--- src/hdl/rmsp_pkg.sv ---
// Shared types and constants of the RMSprop parameter update pipeline.
// Depends on nothing; every other file of the block imports it.
`default_nettype none

package rmsp_pkg;

	localparam int unsigned PARAM_W = 32;
	localparam int unsigned MS_W    = 48;
	localparam int unsigned RATE_W  = 32;
	localparam int unsigned DECAY_W = 17;
	localparam int unsigned PROD_W  = 64;
	localparam int unsigned QUOT_W  = 32;
	localparam int unsigned ROOT_W  = 25;
	localparam int unsigned RAD_W   = 2 * ROOT_W;
	localparam int unsigned CFG_IDX_W = 2;

	localparam logic [DECAY_W-1:0] DECAY_ONE = 17'h10000;

	localparam logic [CFG_IDX_W-1:0] CFG_BASE_RATE = 2'd0;
	localparam logic [CFG_IDX_W-1:0] CFG_DECAY     = 2'd1;
	localparam logic [CFG_IDX_W-1:0] CFG_ELEM_RATE = 2'd2;

	localparam logic [DECAY_W-1:0] DECAY_RESET     = 17'd58982;
	localparam logic [RATE_W-1:0]  BASE_RATE_RESET = 32'd16777;

	// Fields that ride alongside the step division.
	typedef struct packed {
		logic signed [PARAM_W-1:0] param;
		logic                      gneg;
		logic [MS_W-1:0]           ms;
		logic                      ms_sat;
		logic                      last;
	} post_t;

	// Fields that ride alongside the square root.
	typedef struct packed {
		post_t             post;
		logic [PROD_W-1:0] numer;
	} side_t;

	typedef struct packed {
		logic signed [PARAM_W-1:0] param;
		logic [MS_W-1:0]           ms;
		logic                      sat;
		logic                      last;
	} result_t;

endpackage

`default_nettype wire

--- src/hdl/rmsp_skid.sv ---
// Output register with a skid stage, so that the pipeline's enable is a
// registered signal. Depends on rmsp_pkg for result_t.
`default_nettype none

module rmsp_skid import rmsp_pkg::*; (
	input  wire logic    clk,
	input  wire logic    arst_n,
	input  wire logic    up_vld,
	input  wire result_t up_data,
	output logic         up_rdy,
	output logic         dn_vld,
	input  wire logic    dn_rdy,
	output result_t      dn_data
);

	logic    out_vld_q;
	logic    skid_vld_q;
	result_t out_data_q;
	result_t skid_data_q;

	always_ff @(posedge clk or negedge arst_n) begin
		if (!arst_n) begin
			out_vld_q  <= 1'b0;
			skid_vld_q <= 1'b0;
		end else if (dn_rdy || !out_vld_q) begin
			if (skid_vld_q) begin
				out_vld_q  <= 1'b1;
				skid_vld_q <= 1'b0;
			end else begin
				out_vld_q <= up_vld;
			end
		end else if (up_vld && !skid_vld_q) begin
			skid_vld_q <= 1'b1;
		end
	end

	always_ff @(posedge clk) begin
		if (dn_rdy || !out_vld_q) begin
			out_data_q <= skid_vld_q ? skid_data_q : up_data;
		end else if (!skid_vld_q) begin
			skid_data_q <= up_data;
		end
	end

	assign up_rdy  = !skid_vld_q;
	assign dn_vld  = out_vld_q;
	assign dn_data = out_data_q;

endmodule

`default_nettype wire

--- config.mk ---
export PLATFORM = sky130hd
export DESIGN_NAME = rmsp_skid
export DESIGN_NICKNAME = d
export VERILOG_FILES = /design/src/hdl/rmsp_pkg.sv /design/src/hdl/rmsp_skid.sv
export SDC_FILE = /design/constraint.sdc
export NUM_CORES = 1
export LEC_CHECK = 0
export BUFFER_PORTS_ARGS = -buffer_cell sky130_fd_sc_hd__buf_2
export CELL_PAD_IN_SITES_DETAIL_PLACEMENT = 1
export CELL_PAD_IN_SITES_GLOBAL_PLACEMENT = 1
export CORE_MARGIN = 3
export CORE_UTILIZATION = 32
export DETAILED_ROUTE_END_ITERATION = 16
export PLACE_DENSITY = 0.7
export SLEW_MARGIN = 20
export SYNTH_ARGS = -nofsm -noshare
export SYNTH_HDL_FRONTEND = slang
export SYNTH_SLANG_ARGS = --single-unit
--- constraint.sdc ---
create_clock -name clk -period 5.3 [get_ports clk]
set_input_delay 1.59 -clock clk [delete_from_list [all_inputs] [get_ports clk]]
set_output_delay 1.59 -clock clk [all_outputs]
set_load 0.05 [all_outputs]
==> impl_metrics.yaml <==
worst_hold_path:
  hold_class: "reg2reg"
  hold_path_startpoint: "skid_data_q[72]$_DFFE_PN_"
  min_path_cells: 1
  hold_end: "skid_data_q[72]$_DFFE_PN_"
setup_path:
  cp_top_family: "buffers and inverters"
  startpoint: "dn_rdy"
  r2r-end: "skid_data_q[0]$_DFFE_PN_"
  crit_path_end_kind: "flip-flop"
  start_kind: "input pin"
  max_stage_delay_ns: 0.76
  critPathArrivalTime_ns: 3.54
  cp.required_ns: 5.41
  critPathSlowestCell: "clkinv_2"
  path_buf_inv: 3
  crit_type: "in2reg"
  reg2reg_depth: 3
  crit_fanout: 41
  cp_cell_sequence: "buf_2 > nand2b_4 > clkinv_2 > buf_4"
  r2r_slack_ns: 2.74
  r2r_start: "dn_vld$_DFFE_PN0P_"
cts:
  ctsHoldBuffers: 0
  cts_setup_buffers: 0
  clk_pin_slew_ns: 0.06
  htree_levels: 4
  clock-root-buffer: "clkbuf_16"
  cts.sinks: 166
  cts_buffer_depth: 2
  cts_resized: 0
  cts_tree: "built"
  cts_made_buffers: 17
  clk_latency_ns: 0.41
final_layout:
  drive_above_1_share_pct: 61.0
  area.growth.synth_to_final_pct: 28.1
  final_nets: 532
  design_area_um2: 7940
  mostFrequentLayoutCell: "buf_2"
  most-common-layout-cells: "169 x buf_2, 164 x edfxtp_1, 50 x mux2_4"
  antenna_cells: 0
floorplan:
  num_rows: 50
  dieArea_um2: 21100
  die_w_um: 145
  core_um2: 18900
  start_util_pct: 32.8
  die_h_um: 145
  io-pin-count: 170
timing:
  min_period_ns: 3.43
  worst_slew_pin_slew_ns: 0.766
  fmax_mhz: 291
  fin_crit_sh_pct: 64.8
  tns_ns: 0
  setup_viol: 0
  hold_violations: 0
  finalClockSkew_ns: 0.00855
  relSlewSlack_pct: 48.9
  rsz0062_at_grt: "false"
  drv_slew: 0
logic_synthesis:
  synthCells: 263
  synth_nets: 349
  synth_area_um2: 6200
  ys_ff_latch: 166
  avgSynthCellArea_um2: 23.6
  yosys_warnings: 0
  synth-seq-area-share_pct: 80.2
  netlist-cell-type-count: 11
drt:
  drc_errors: 0
  drt_wl_total_mm: 12.2
  dr.first_iter.drc_count: 108
  drt_pass1_iterations: 4
  antenna_left: 0
  via_per_inst: 4.24
  via_count: 3050
  avgRoutedWirePerCell_um: 17.0
grt:
  grt_usage_pct: 11.7
  grt-ovfl-total: 0
  grt_max_degree: 46
  grt_pass1_vias: 3452
  antenna_found_initial: 1
  grt_pass1_wl_mm: 19.2
placement:
  portBuffers: 169
  gp_congestion: 0.699
  hpwl_mm: 8.11
  dpl_cell_area_um2: 7320
status:
  status: "finished clean"
power_and_ir_drop:
  p_per_area_nw_per_um2: 429
  vdd_drop_max_mv: 0.205
  power.leakage_nw: 3.13
run:
  cap_violations: 0
-- power breakdown --
part / internal [W] / total, W / switching [W]
Clock: 0.000783 / 0.00128 / 0.000494
Sequential: 0.00160 / 0.00164 / 0.0000451
Combinational: 0.000147 / 0.000490 / 0.000343
-- synthesized netlist by cell type --
cell	instances	share of area, %
edfxtp_1	164	79
mux2_4	50	12
mux2_2	24	4.4
mux2_1	8	1.5
buf_6	7	1.3
buf_2	2	0.16
dfrtp_1	2	0.81
inv_1	2	0.12
nor2_1	2	0.12
nand2_1	1	0.060
nand2b_1	1	0.10
-- flip-flops by register name, indices dropped and copies added, names as in the netlist --
name,flops
dn_data,82
skid_vld_q,1
dn_vld,1
skid_data_q,82
-- metrics by stage --
| stage | std cells | worst slack [ns] | power (W) | hold slack [ns] | utilization, % |
|---|---|---|---|---|---|
| floorplan | 263 | 0.362 | 0.00204 | 0.527 | - |
| global placement | 687 | 1.46 | 0.00216 | 0.541 | 38.8 |
| detailed placement | 687 | 1.37 | 0.00217 | 0.552 | 38.8 |
| CTS | 719 | 1.81 | 0.00346 | 0.567 | 42.0 |
| global route | 719 | 1.66 | 0.00355 | 0.582 | 42.0 |
| finish | 719 | 1.87 | 0.00341 | 0.561 | 42.0 |
-- logic make-up (layout without fill, tap and decap cells) --
group	count (synthesis)	count (layout)	share of synthesized area [%]
mux	82	82	17.9
simple gates	4	4	0.283
flops	166	166	80.2
buf+inv	11	207	1.55
-- layer usage --
layer  wire (um)  share of wire (%)  vias up  track usage (%)
li1            -                  -     1409                -
met1        5220                 43     1515             14.4
met2        6050                 50      111             18.9
met3         769                6.3       13             4.22
met4         159                1.3        2             4.27
met5           7              0.057        -                0
-- worst max path at each step --
stage | endpoint | slack (ns) | depth (start not counted)
3_5_place_dp | skid_data_q[18]$_DFFE_PN_ | 1.37 | 4
5_1_grt | skid_data_q[12]$_DFFE_PN_ | 1.66 | 4
3_3_place_gp | skid_data_q[18]$_DFFE_PN_ | 1.46 | 4
4_1_cts | skid_data_q[18]$_DFFE_PN_ | 1.81 | 4
2_1_floorplan | skid_data_q[0]$_DFFE_PN_ | 0.36 | 2
6_report | skid_data_q[0]$_DFFE_PN_ | 1.87 | 4
-- layout make-up --
type                            instances  area, um^2
Fill cell                            1894       11000
Sequential cell                       166        4980
Multi-Input combinational cell         86        1140
Timing Repair Buffer                  173         876
Clock buffer                           22         474
Tap cell                              260         325
Clock inverter                         10         143
Inverter                                2        8.76
(Power assumes the default switching activity.)
